$ cat src/rtl/fcs_pkg.sv
`timescale 1ns / 1ps
// shared types, constants, a byte classifier and the fallback name for the file-name sanitizer
// no dependencies

package fcs_pkg;

  localparam int unsigned CAP_W        = 7;
  localparam int unsigned LEN_W        = 6;
  localparam logic [CAP_W-1:0] CAP_RESET = 7'd64;
  localparam logic [7:0]  CH_SPACE     = 8'h20;
  localparam logic [7:0]  CH_DOT       = 8'h2E;
  localparam logic [CAP_W-1:0] FALLBACK_LEN = 7'd8;

  typedef enum logic [2:0] {
    ST_FILL,
    ST_WR2,
    ST_TRIM_RD,
    ST_TRIM_CK,
    ST_LAUNCH,
    ST_EMIT
  } fcs_state_t;

  // start request from the controller to the output stage
  typedef struct packed {
    logic             start;
    logic [LEN_W-1:0] len;
    logic             fb;
  } emit_cmd_t;

  typedef struct packed {
    logic busy;
  } emit_sts_t;

  function automatic logic is_sep(input logic [7:0] b);
    logic r;
    r = (b <= CH_SPACE) ||
        (b inside {8'h3C, 8'h3E, 8'h3A, 8'h22, 8'h2F, 8'h5C, 8'h7C, 8'h3F, 8'h2A});
    return r;
  endfunction

  // "untitled"
  function automatic logic [7:0] fallback_char(input logic [2:0] i);
    logic [7:0] c;
    case (i)
      3'd0:    c = 8'h75;
      3'd1:    c = 8'h6E;
      3'd2:    c = 8'h74;
      3'd3:    c = 8'h69;
      3'd4:    c = 8'h74;
      3'd5:    c = 8'h6C;
      3'd6:    c = 8'h65;
      3'd7:    c = 8'h64;
      default: c = 8'h00;
    endcase
    return c;
  endfunction

endpackage

$ cat src/rtl/fcs_ram.sv
`timescale 1ns / 1ps
// name buffer: one write port, one read port with registered data
// no dependencies

module fcs_ram #(
  parameter int unsigned DEPTH = 64,
  parameter int unsigned AW    = 6
) (
  input  logic          clk,
  input  logic          wr_en,
  input  logic [AW-1:0] wr_addr,
  input  logic [7:0]    wr_data,
  input  logic          rd_en,
  input  logic [AW-1:0] rd_addr,
  output logic [7:0]    rd_data
);

  logic [7:0] mem [DEPTH];
  logic [7:0] rd_data_r;

  always_ff @(posedge clk) begin
    if (wr_en) begin
      mem[wr_addr] <= wr_data;
    end
  end

  always_ff @(posedge clk) begin
    if (rd_en) begin
      rd_data_r <= mem[rd_addr];
    end
  end

  assign rd_data = rd_data_r;

endmodule

$ cat src/rtl/fcs_ctrl.sv
`timescale 1ns / 1ps
// input side: collapse separators, fill the buffer, trim trailing dots/spaces
// depends on fcs_pkg

module fcs_ctrl #(
  parameter int unsigned DEPTH = 64,
  parameter int unsigned AW    = 6
) (
  input  logic                    clk,
  input  logic                    rst_n,
  input  logic                    cfg_wr_en,
  input  logic [fcs_pkg::CAP_W-1:0] cfg_wr_data,
  input  logic                    in_tvalid,
  output logic                    in_tready,
  input  logic [7:0]              in_byte,
  input  logic                    in_end,
  output logic                    wr_en,
  output logic [AW-1:0]           wr_addr,
  output logic [7:0]              wr_data,
  output logic                    rd_en,
  output logic [AW-1:0]           rd_addr,
  input  logic [7:0]              rd_data,
  output fcs_pkg::emit_cmd_t      cmd,
  input  fcs_pkg::emit_sts_t      sts
);

  import fcs_pkg::*;

  fcs_state_t     state_r, state_nxt;
  logic [CAP_W-1:0] cap_r;
  logic [AW-1:0]  wc_r, wc_nxt;
  logic           pend_r, pend_nxt;
  logic           full_r, full_nxt;
  logic [7:0]     hold_r, hold_nxt;
  logic [AW-1:0]  idx_r, idx_nxt;

  logic [CAP_W-1:0] cap_cl, lim7, fl7;
  logic [AW-1:0]  limit, flen, len0;
  logic [AW:0]    wc_inc;
  logic           acc, sep, wc_full, wc_inc_full, trim_hit, idx_zero;

  // current limit: capacity clamped to the buffer depth, minus one
  assign cap_cl = (cap_r > CAP_W'(DEPTH)) ? CAP_W'(DEPTH) : cap_r;
  assign lim7   = (cap_cl == '0) ? '0 : cap_cl - 1'b1;
  assign limit  = lim7[AW-1:0];
  assign fl7    = (lim7 > FALLBACK_LEN) ? FALLBACK_LEN : lim7;
  assign flen   = fl7[AW-1:0];

  assign acc         = in_tvalid && in_tready;
  assign sep         = is_sep(in_byte);
  assign wc_full     = (wc_r >= limit);
  assign wc_inc      = (AW+1)'(wc_r) + 1'b1;
  assign wc_inc_full = (wc_inc >= (AW+1)'(limit));
  assign len0        = (wc_r > limit) ? limit : wc_r;
  assign trim_hit    = (rd_data == CH_DOT) || (rd_data == CH_SPACE);
  assign idx_zero    = (idx_r == '0);

  // next state
  always_comb begin
    state_nxt = state_r;
    case (state_r)
      ST_FILL: begin
        if (acc) begin
          if (in_end) begin
            state_nxt = ST_TRIM_RD;
          end else if (!full_r && !sep && pend_r && !wc_full && !wc_inc_full) begin
            state_nxt = ST_WR2;
          end
        end
      end
      ST_WR2:     state_nxt = ST_FILL;
      ST_TRIM_RD: state_nxt = idx_zero ? ST_LAUNCH : ST_TRIM_CK;
      ST_TRIM_CK: state_nxt = trim_hit ? ST_TRIM_RD : ST_LAUNCH;
      ST_LAUNCH:  state_nxt = ST_EMIT;
      ST_EMIT:    state_nxt = sts.busy ? ST_EMIT : ST_FILL;
      default:    state_nxt = ST_FILL;
    endcase
  end

  // outputs
  always_comb begin
    in_tready = 1'b0;
    wr_en     = 1'b0;
    wr_addr   = wc_r;
    wr_data   = in_byte;
    rd_en     = 1'b0;
    rd_addr   = idx_r - 1'b1;
    cmd       = '0;
    case (state_r)
      ST_FILL: begin
        in_tready = 1'b1;
        if (acc && !in_end && !full_r && !sep && !wc_full) begin
          wr_en   = 1'b1;
          wr_data = pend_r ? CH_SPACE : in_byte;
        end
      end
      ST_WR2: begin
        wr_en   = 1'b1;
        wr_data = hold_r;
      end
      ST_TRIM_RD: begin
        rd_en = !idx_zero;
      end
      ST_LAUNCH: begin
        cmd.start = 1'b1;
        cmd.fb    = idx_zero;
        cmd.len   = LEN_W'(idx_zero ? flen : idx_r);
      end
      default: ;
    endcase
  end

  // datapath next values
  always_comb begin
    wc_nxt   = wc_r;
    pend_nxt = pend_r;
    full_nxt = full_r;
    hold_nxt = hold_r;
    idx_nxt  = idx_r;
    case (state_r)
      ST_FILL: begin
        if (acc && in_end) begin
          idx_nxt  = len0;
          wc_nxt   = '0;
          pend_nxt = 1'b0;
          full_nxt = 1'b0;
        end else if (acc && !full_r) begin
          if (sep) begin
            if (wc_r != '0) pend_nxt = 1'b1;
          end else if (wc_full) begin
            full_nxt = 1'b1;
          end else if (pend_r) begin
            // space goes now, the byte in the next cycle if it still fits
            wc_nxt   = wc_inc[AW-1:0];
            pend_nxt = 1'b0;
            hold_nxt = in_byte;
            if (wc_inc_full) full_nxt = 1'b1;
          end else begin
            wc_nxt = wc_inc[AW-1:0];
          end
        end
      end
      ST_WR2: begin
        wc_nxt = wc_inc[AW-1:0];
      end
      ST_TRIM_CK: begin
        if (trim_hit) idx_nxt = idx_r - 1'b1;
      end
      default: ;
    endcase
  end

  always_ff @(posedge clk) begin
    if (!rst_n) begin
      state_r <= ST_FILL;
      cap_r   <= CAP_RESET;
      wc_r    <= '0;
      pend_r  <= 1'b0;
      full_r  <= 1'b0;
    end else begin
      state_r <= state_nxt;
      wc_r    <= wc_nxt;
      pend_r  <= pend_nxt;
      full_r  <= full_nxt;
      if (cfg_wr_en) cap_r <= cfg_wr_data;
    end
  end

  always_ff @(posedge clk) begin
    hold_r <= hold_nxt;
    idx_r  <= idx_nxt;
  end

endmodule

$ cat src/rtl/fcs_emit.sv
`timescale 1ns / 1ps
// output side: fetch stage over the buffer or the fallback word, then output register
// depends on fcs_pkg

module fcs_emit #(
  parameter int unsigned AW = 6
) (
  input  logic                      clk,
  input  logic                      rst_n,
  input  fcs_pkg::emit_cmd_t        cmd,
  output fcs_pkg::emit_sts_t        sts,
  output logic                      rd_en,
  output logic [AW-1:0]             rd_addr,
  input  logic [7:0]                rd_data,
  output logic                      out_tvalid,
  input  logic                      out_tready,
  output logic [7:0]                out_char,
  output logic                      out_cvalid,
  output logic                      out_last,
  output logic [fcs_pkg::LEN_W-1:0] out_len
);

  import fcs_pkg::*;

  logic [AW-1:0]    len_r, p_r, f_idx_r;
  logic             fb_r, ez_r, f_v_r, f_ez_r;
  logic             o_v_r, o_cv_r, o_last_r;
  logic [7:0]       o_char_r;
  logic [LEN_W-1:0] o_len_r;

  logic             more, move, fetch;
  logic [7:0]       f_char;
  logic [CAP_W-1:0] f_idx7;

  assign more  = (p_r < len_r) || ez_r;
  assign move  = f_v_r && (!o_v_r || out_tready);
  assign fetch = more && (!f_v_r || move);

  assign rd_en   = fetch && !fb_r && !ez_r;
  assign rd_addr = p_r;

  assign f_idx7 = CAP_W'(f_idx_r);
  assign f_char = f_ez_r ? 8'h00 : (fb_r ? fallback_char(f_idx7[2:0]) : rd_data);

  assign sts.busy = more || f_v_r;

  always_ff @(posedge clk) begin
    if (!rst_n) begin
      len_r <= '0;
      p_r   <= '0;
      ez_r  <= 1'b0;
      f_v_r <= 1'b0;
      o_v_r <= 1'b0;
    end else begin
      if (cmd.start) begin
        len_r <= cmd.len[AW-1:0];
        p_r   <= '0;
        ez_r  <= (cmd.len == '0);
      end else if (fetch) begin
        if (ez_r) ez_r <= 1'b0;
        else      p_r  <= p_r + 1'b1;
      end
      if (fetch)     f_v_r <= 1'b1;
      else if (move) f_v_r <= 1'b0;
      if (move)            o_v_r <= 1'b1;
      else if (out_tready) o_v_r <= 1'b0;
    end
  end

  always_ff @(posedge clk) begin
    if (cmd.start) fb_r <= cmd.fb;
    if (fetch) begin
      f_idx_r <= p_r;
      f_ez_r  <= ez_r;
    end
    if (move) begin
      o_char_r <= f_char;
      o_cv_r   <= !f_ez_r;
      o_last_r <= f_ez_r || (f_idx_r == len_r - 1'b1);
      o_len_r  <= LEN_W'(len_r);
    end
  end

  assign out_tvalid = o_v_r;
  assign out_char   = o_char_r;
  assign out_cvalid = o_cv_r;
  assign out_last   = o_last_r;
  assign out_len    = o_len_r;

endmodule

$ cat src/rtl/filename_component_sanitizer.sv
`timescale 1ns / 1ps
// top level of the file-name component sanitizer
// depends on fcs_pkg, fcs_ram, fcs_ctrl, fcs_emit
//
//  channel  | direction | handshake            | payload
//  ---------+-----------+----------------------+-----------------------------------------
//  in_      | slave     | in_tvalid/in_tready  | tdata: char_byte; tlast: end_of_name
//  out_     | master    | out_tvalid/out_tready| tdata: out_char, name_length; tuser:
//           |           |                      | char_valid; tlast: last_of_name
//  cfg_     | write     | cfg_wr_en            | cfg_wr_data: dest_capacity
//
// input: the first content byte after a run of separators is written in ST_WR2, with the
//   input closed, after the collapsed space when both fit, since both go through the single
//   buffer write port
// end of name: the accept, then a buffer read and a check per character checked from the tail
//   (the check that stops the trim included), one more read state when nothing is left, the
//   launch, then the result items and the drain of the fetch stage before the input reopens
// reset: synchronous active low, clears the name state and sets dest_capacity to 64;
//   the buffer itself is not cleared
// stalls: out_tready low holds the output register and the fetch stage; input stays
//   closed until every byte of the name has left the buffer

module filename_component_sanitizer #(
  parameter int unsigned BUFFER_DEPTH = 64
) (
  input  logic                      clk,
  input  logic                      rst_n,
  // configuration
  input  logic                      cfg_wr_en,
  input  logic [fcs_pkg::CAP_W-1:0] cfg_wr_data,  // dest_capacity
  // raw bytes
  input  logic                      in_tvalid,
  output logic                      in_tready,
  input  logic [7:0]                in_tdata,     // [7:0] char_byte
  input  logic                      in_tlast,     // end_of_name
  // sanitized bytes
  output logic                      out_tvalid,
  input  logic                      out_tready,
  output logic [15:0]               out_tdata,    // [7:0] out_char, [13:8] name_length
  output logic                      out_tuser,    // char_valid
  output logic                      out_tlast     // last_of_name
);

  import fcs_pkg::*;

  localparam int unsigned AW = $clog2(BUFFER_DEPTH);

  logic          wr_en, c_rd_en, e_rd_en, rd_en;
  logic [AW-1:0] wr_addr, c_rd_addr, e_rd_addr, rd_addr;
  logic [7:0]    wr_data, rd_data;
  emit_cmd_t     cmd;
  emit_sts_t     sts;
  logic [7:0]    o_char;
  logic [LEN_W-1:0] o_len;

  fcs_ram #(.DEPTH(BUFFER_DEPTH), .AW(AW)) u_ram (
    .clk     (clk),
    .wr_en   (wr_en),
    .wr_addr (wr_addr),
    .wr_data (wr_data),
    .rd_en   (rd_en),
    .rd_addr (rd_addr),
    .rd_data (rd_data)
  );

  fcs_ctrl #(.DEPTH(BUFFER_DEPTH), .AW(AW)) u_ctrl (
    .clk         (clk),
    .rst_n       (rst_n),
    .cfg_wr_en   (cfg_wr_en),
    .cfg_wr_data (cfg_wr_data),
    .in_tvalid   (in_tvalid),
    .in_tready   (in_tready),
    .in_byte     (in_tdata),
    .in_end      (in_tlast),
    .wr_en       (wr_en),
    .wr_addr     (wr_addr),
    .wr_data     (wr_data),
    .rd_en       (c_rd_en),
    .rd_addr     (c_rd_addr),
    .rd_data     (rd_data),
    .cmd         (cmd),
    .sts         (sts)
  );

  fcs_emit #(.AW(AW)) u_emit (
    .clk        (clk),
    .rst_n      (rst_n),
    .cmd        (cmd),
    .sts        (sts),
    .rd_en      (e_rd_en),
    .rd_addr    (e_rd_addr),
    .rd_data    (rd_data),
    .out_tvalid (out_tvalid),
    .out_tready (out_tready),
    .out_char   (o_char),
    .out_cvalid (out_tuser),
    .out_last   (out_tlast),
    .out_len    (o_len)
  );

  // trim and emit never read in the same cycle
  assign rd_en   = c_rd_en | e_rd_en;
  assign rd_addr = e_rd_en ? e_rd_addr : c_rd_addr;

  assign out_tdata = {2'b00, o_len, o_char};

  // input must stay closed while the buffer is still being read out
  a_no_input_while_emit: assert property (@(posedge clk) disable iff (!rst_n)
    sts.busy |-> !in_tready)
    else $error("input open while name is being emitted");

  // an item without a byte is the only item of an empty name
  a_empty_item: assert property (@(posedge clk) disable iff (!rst_n)
    (out_tvalid && !out_tuser) |-> (out_tlast && out_tdata[13:8] == '0))
    else $error("empty item malformed");

  // buffer writes never overlap the read-out
  a_no_write_during_read: assert property (@(posedge clk) disable iff (!rst_n)
    !(wr_en && e_rd_en))
    else $error("buffer written during read-out");

  // a new name is launched only once the previous one has left the fetch stage
  a_launch_idle: assert property (@(posedge clk) disable iff (!rst_n)
    cmd.start |-> !sts.busy)
    else $error("launch while emit busy");

endmodule
$ cat config.mk
export PLATFORM = sky130hd
export DESIGN_NAME = filename_component_sanitizer
export DESIGN_NICKNAME = d
export VERILOG_FILES = /design/src/rtl/fcs_pkg.sv /design/src/rtl/fcs_ram.sv /design/src/rtl/fcs_ctrl.sv /design/src/rtl/fcs_emit.sv /design/src/rtl/filename_component_sanitizer.sv
export SDC_FILE = /design/constraint.sdc
export NUM_CORES = 1
export LEC_CHECK = 0
export BUFFER_PORTS_ARGS = -buffer_cell sky130_fd_sc_hd__buf_2
export CORE_MARGIN = 4
export CORE_UTILIZATION = 45
export CTS_BUF_LIST = sky130_fd_sc_hd__clkbuf_16
export DETAILED_ROUTE_END_ITERATION = 16
export GPL_TIMING_DRIVEN = 0
export HOLD_SLACK_MARGIN = 0.1
export MAX_ROUTING_LAYER = met4
export PLACE_DENSITY_LB_ADDON = 0.2
export SYNTH_ARGS = -nofsm -noshare
export SYNTH_HDL_FRONTEND = slang
export SYNTH_SLANG_ARGS = --single-unit
$ cat constraint.sdc
create_clock -name clk -period 17.4 [get_ports clk]
set_clock_uncertainty 0.05 [all_clocks]
set_input_delay 3.48 -clock clk [delete_from_list [all_inputs] [get_ports clk]]
set_output_delay 3.48 -clock clk [all_outputs]
set_load 0.02 [all_outputs]
==> summary.txt <==
status = finished clean
Worst-Skew Late Latency = 0.63 ns
Tot Pwr = 3.280 mW
hold depth = 0
Synth Area per Inst = 14.07 sq um
synthesized area = 25490 sq um
upper clock frequency limit = 145.1 MHz
cell count after synthesis = 1812
Num CTS Buffers = 61
I/O Buffers = 37
Critical Path Stages = 10
cts repair resizes = 0
clock period minus worst slack = 6.890 ns
clk buf depth = 3
Post-synth top flop = edfxtp_1
# setup viols final = 0
height of the die = 246.0 um
initial antenna violation count = 0
Pre-Repair DR Iteration Count = 6
CTS tree = built
Synth warnings = 0
Root Driver = clkbuf_16
Synth async-reset ratio = 0%
chip width = 246.0 um
top cells by area, synth = edfxtp_1 (66%), mux2i_1 (6.6%), a211oi_1 (5.0%)
DR vias/cell = 6.000
Maximum Capacitance Violations = 0
VDD IR-drop max = 0.07923 mV
required time worst endpoint = 17.59 ns
first-pass GRT wire length = 104.2 mm
die area = 60530 sq um
CP max stage delay = 1.09 ns
worst path bufs/invs = 2
wire per inst = 26.08 um
post-CTS setup buffer count = 0
Post-Synth XOR/XNOR Area = 0.8245%
largest family of logic cells by synthesized area = compound AO/OA/AOI/OAI gates
area grow syn2layout = 13.64%
Iteration-0 DRC Markers = 1903
crit path max-delay cell type = nor2_1
most used cell, CP = nor2_1
hold crit path type = flip-flop to flip-flop
vias in the first global route = 15770
critical path fanouts, max = 10
std cell rows = 86
post-synth top area share = 65.72%
P per Cell Area = 113.2 nW/um^2
number of fill cells = 4689
leakage power = 10.01 nW
CTS sink count = 596
share of cells above drive strength 1 = 11.00%
Seq cells post-synth = 596
Synth Area in Adders = 1.325%
Top delay family on crit path = simple AND/OR/NAND/NOR gates
Final nets = 1973
Final Cycle Share = 39.60%
htree depth = 2
most frequent cells in the layout = edfxtp_1 (558), a211oi_1 (171), mux2i_1 (167), nand2_1 (121), inv_1 (114)
GR Util All Layers = 23.92%
Yosys top cell by area = edfxtp_1
CP cell instances = buf_2 -> nor2b_1 -> o41ai_1 -> a21oi_1 -> o211ai_1 -> nor2_1 -> o21a_1 -> clkbuf_1 -> nand4_1 -> nor2_1
io pins = 41
Max Slew Vio Count = 0
Slew HR = 20.05%
Simple-Gate Fraction of Synth Area = 6.282%
dpl hpwl = 48.79 mm
via count = 16330
Slew @ Worst Pin = 1.192 ns
Clk pin slew, worst setup/hold paths = 0.06 ns
Seq/Total Area, Yosys = 68.71%
worst setup path class = input port to flip-flop
Synth cell types = 67
DRC = 0
Initial Util = 45.83%
CP endpoint kind = flip-flop
GR Overflow Total = 0
CORE AREA = 55630 sq um
post-synthesis mux area share = 6.787%
Synth Area in Compound Gates = 12.43%
cells on worst reg2reg path = 17
GPL Wtd Cong = 0.9440
unrepaired setup endpoints after global routing = no
fin util = 52.08%
Post-synth EDFFs = 558
Antenna Violating Nets Remaining = 0
most common cell after layout, fill and taps aside = edfxtp_1
final hold viol count = 0
CP startpoint kind = input port
Total Wirelength = 70.99 mm
Hold Buf Count CTS = 0
largest net degree at the start of global routing = 65
arrival time at the worst endpoint = 7.08 ns
Final TNS setup = 0 ns
-- worst paths after layout --
check | start | to | slack [ns]
hold / removal | u_emit.rd_addr[3] | u_emit.f_idx_r[3] | 0.45
setup / recovery | in_tdata[3] | u_ram.mem[28][7] | 10.51
setup reg to reg | u_ctrl.cap_r[6] | u_ram.mem[28][7] | 10.99
hold reg to reg | u_emit.rd_addr[3] | u_emit.f_idx_r[3] | 0.45
-- through the flow --
stage	setup WS [ns]	cells	instance area [sq um]	hold WS, ns
detailed placement	10.06	2609	26860	0.4377
global placement	4.767	2598	26620	0.4162
global route	10.43	2721	28970	0.4583
CTS	10.72	2720	28960	0.4516
finish	10.51	2722	28970	0.4539
floorplan	9.564	1813	25500	0.3848
-- registers in the layout, summed over array words and instances, names as in the netlist, named ones only --
register / count
u_ctrl.hold_r: 8
u_emit.out_tvalid: 1
u_ctrl.state_r: 3
u_emit.out_cvalid: 1
u_emit.fb_r: 1
u_ram.rd_data: 8
u_emit.f_v_r: 1
u_ctrl.wr_addr: 6
u_ctrl.full_r: 1
u_ctrl.pend_r: 1
u_emit.rd_addr: 6
u_emit.out_len: 6
u_ram.mem: 512
u_emit.out_char: 8
u_emit.len_r: 6
u_emit.out_last: 1
u_ctrl.idx_r: 6
u_ctrl.cap_r: 7
u_emit.f_idx_r: 6
u_emit.ez_r: 1
u_emit.f_ez_r: 1
-- layer usage --
layer  vias to the layer above  global-route usage, %  part of all wire (%)
li1                       7264                      -                     -
met1                      8217                  31.57                    41
met2                       710                  38.04                    48
met3                       142                  3.624                   7.5
met4                         0                  8.677                   3.6
met5                         -                      -                     0
-- synth_stat cells, drive strengths merged (2+ instances only) --
cell type / count
mux2i: 168
inv: 106
or2: 2
o211ai: 4
nor4: 11
buf: 51
a31oi: 11
nor3b: 6
clkbuf: 66
or3: 4
o221ai: 32
a211oi: 171
a32oi: 2
xnor2: 12
nor2b: 12
a311oi: 23
nand2b: 12
and3: 7
and2: 7
ha: 27
a221oi: 37
a211o: 3
nor3: 13
xor2: 12
a22o: 7
nor2: 102
o211a: 2
o21a: 9
o21ai: 59
a21o: 6
dfxtp: 38
nand3: 29
a2111oi: 7
nand4: 13
a21boi: 8
a21oi: 24
a221o: 2
edfxtp: 558
nand2: 121
mux2: 4
nand3b: 5
o31ai: 6
-- area by class of cell --
class                   instances  area, sq um  area share (%)
repair buffers                 49        370.4           1.278
diodes                          1        2.502        0.008637
inverters                     107        401.6           1.386
clock buffers                  66         1652           5.701
flip-flops and latches        596        17520           60.46
well taps                     748        935.9           3.230
multi-input cells             993         7123           24.59
plain buffers                 117        523.0           1.805
clock inverters                45        446.7           1.542
-- worst reg2reg max path, stage by stage (launching register included) --
cell	delay [ns]
dfxtp_1	0.35
clkbuf_1	0.31
nand2b_1	0.19
ha_1	0.18
inv_1	0.09
nor2_1	0.10
o21ai_0	0.19
o21a_1	0.32
ha_1	0.34
nand2b_1	0.15
a21o_1	0.18
a221oi_1	0.55
o211ai_1	0.31
nor2_1	0.22
o21a_1	0.20
clkbuf_1	0.31
nand4_1	0.89
nor2_1	1.10
-- cells by family (layout without fill, tap and decap cells) --
logic type / after synthesis / after routing
DFF: 596 / 596
AOI/OAI and AO/OA: 420 / 420
and+or+nand+nor: 348 / 348
buffers and inverters: 224 / 384
muxes: 172 / 172
adders and majority gates: 27 / 27
xor gates and xnor gates: 24 / 24
other: 1 / 3
-- power breakdown --
group | internal, mW | switching (mW)
Sequential | 1.60 | 0.00390
Clock | 0.812 | 0.555
Combinational | 0.0855 | 0.228
Total | 2.49 | 0.787
No activity file was read; power rests on OpenSTA's default activity.
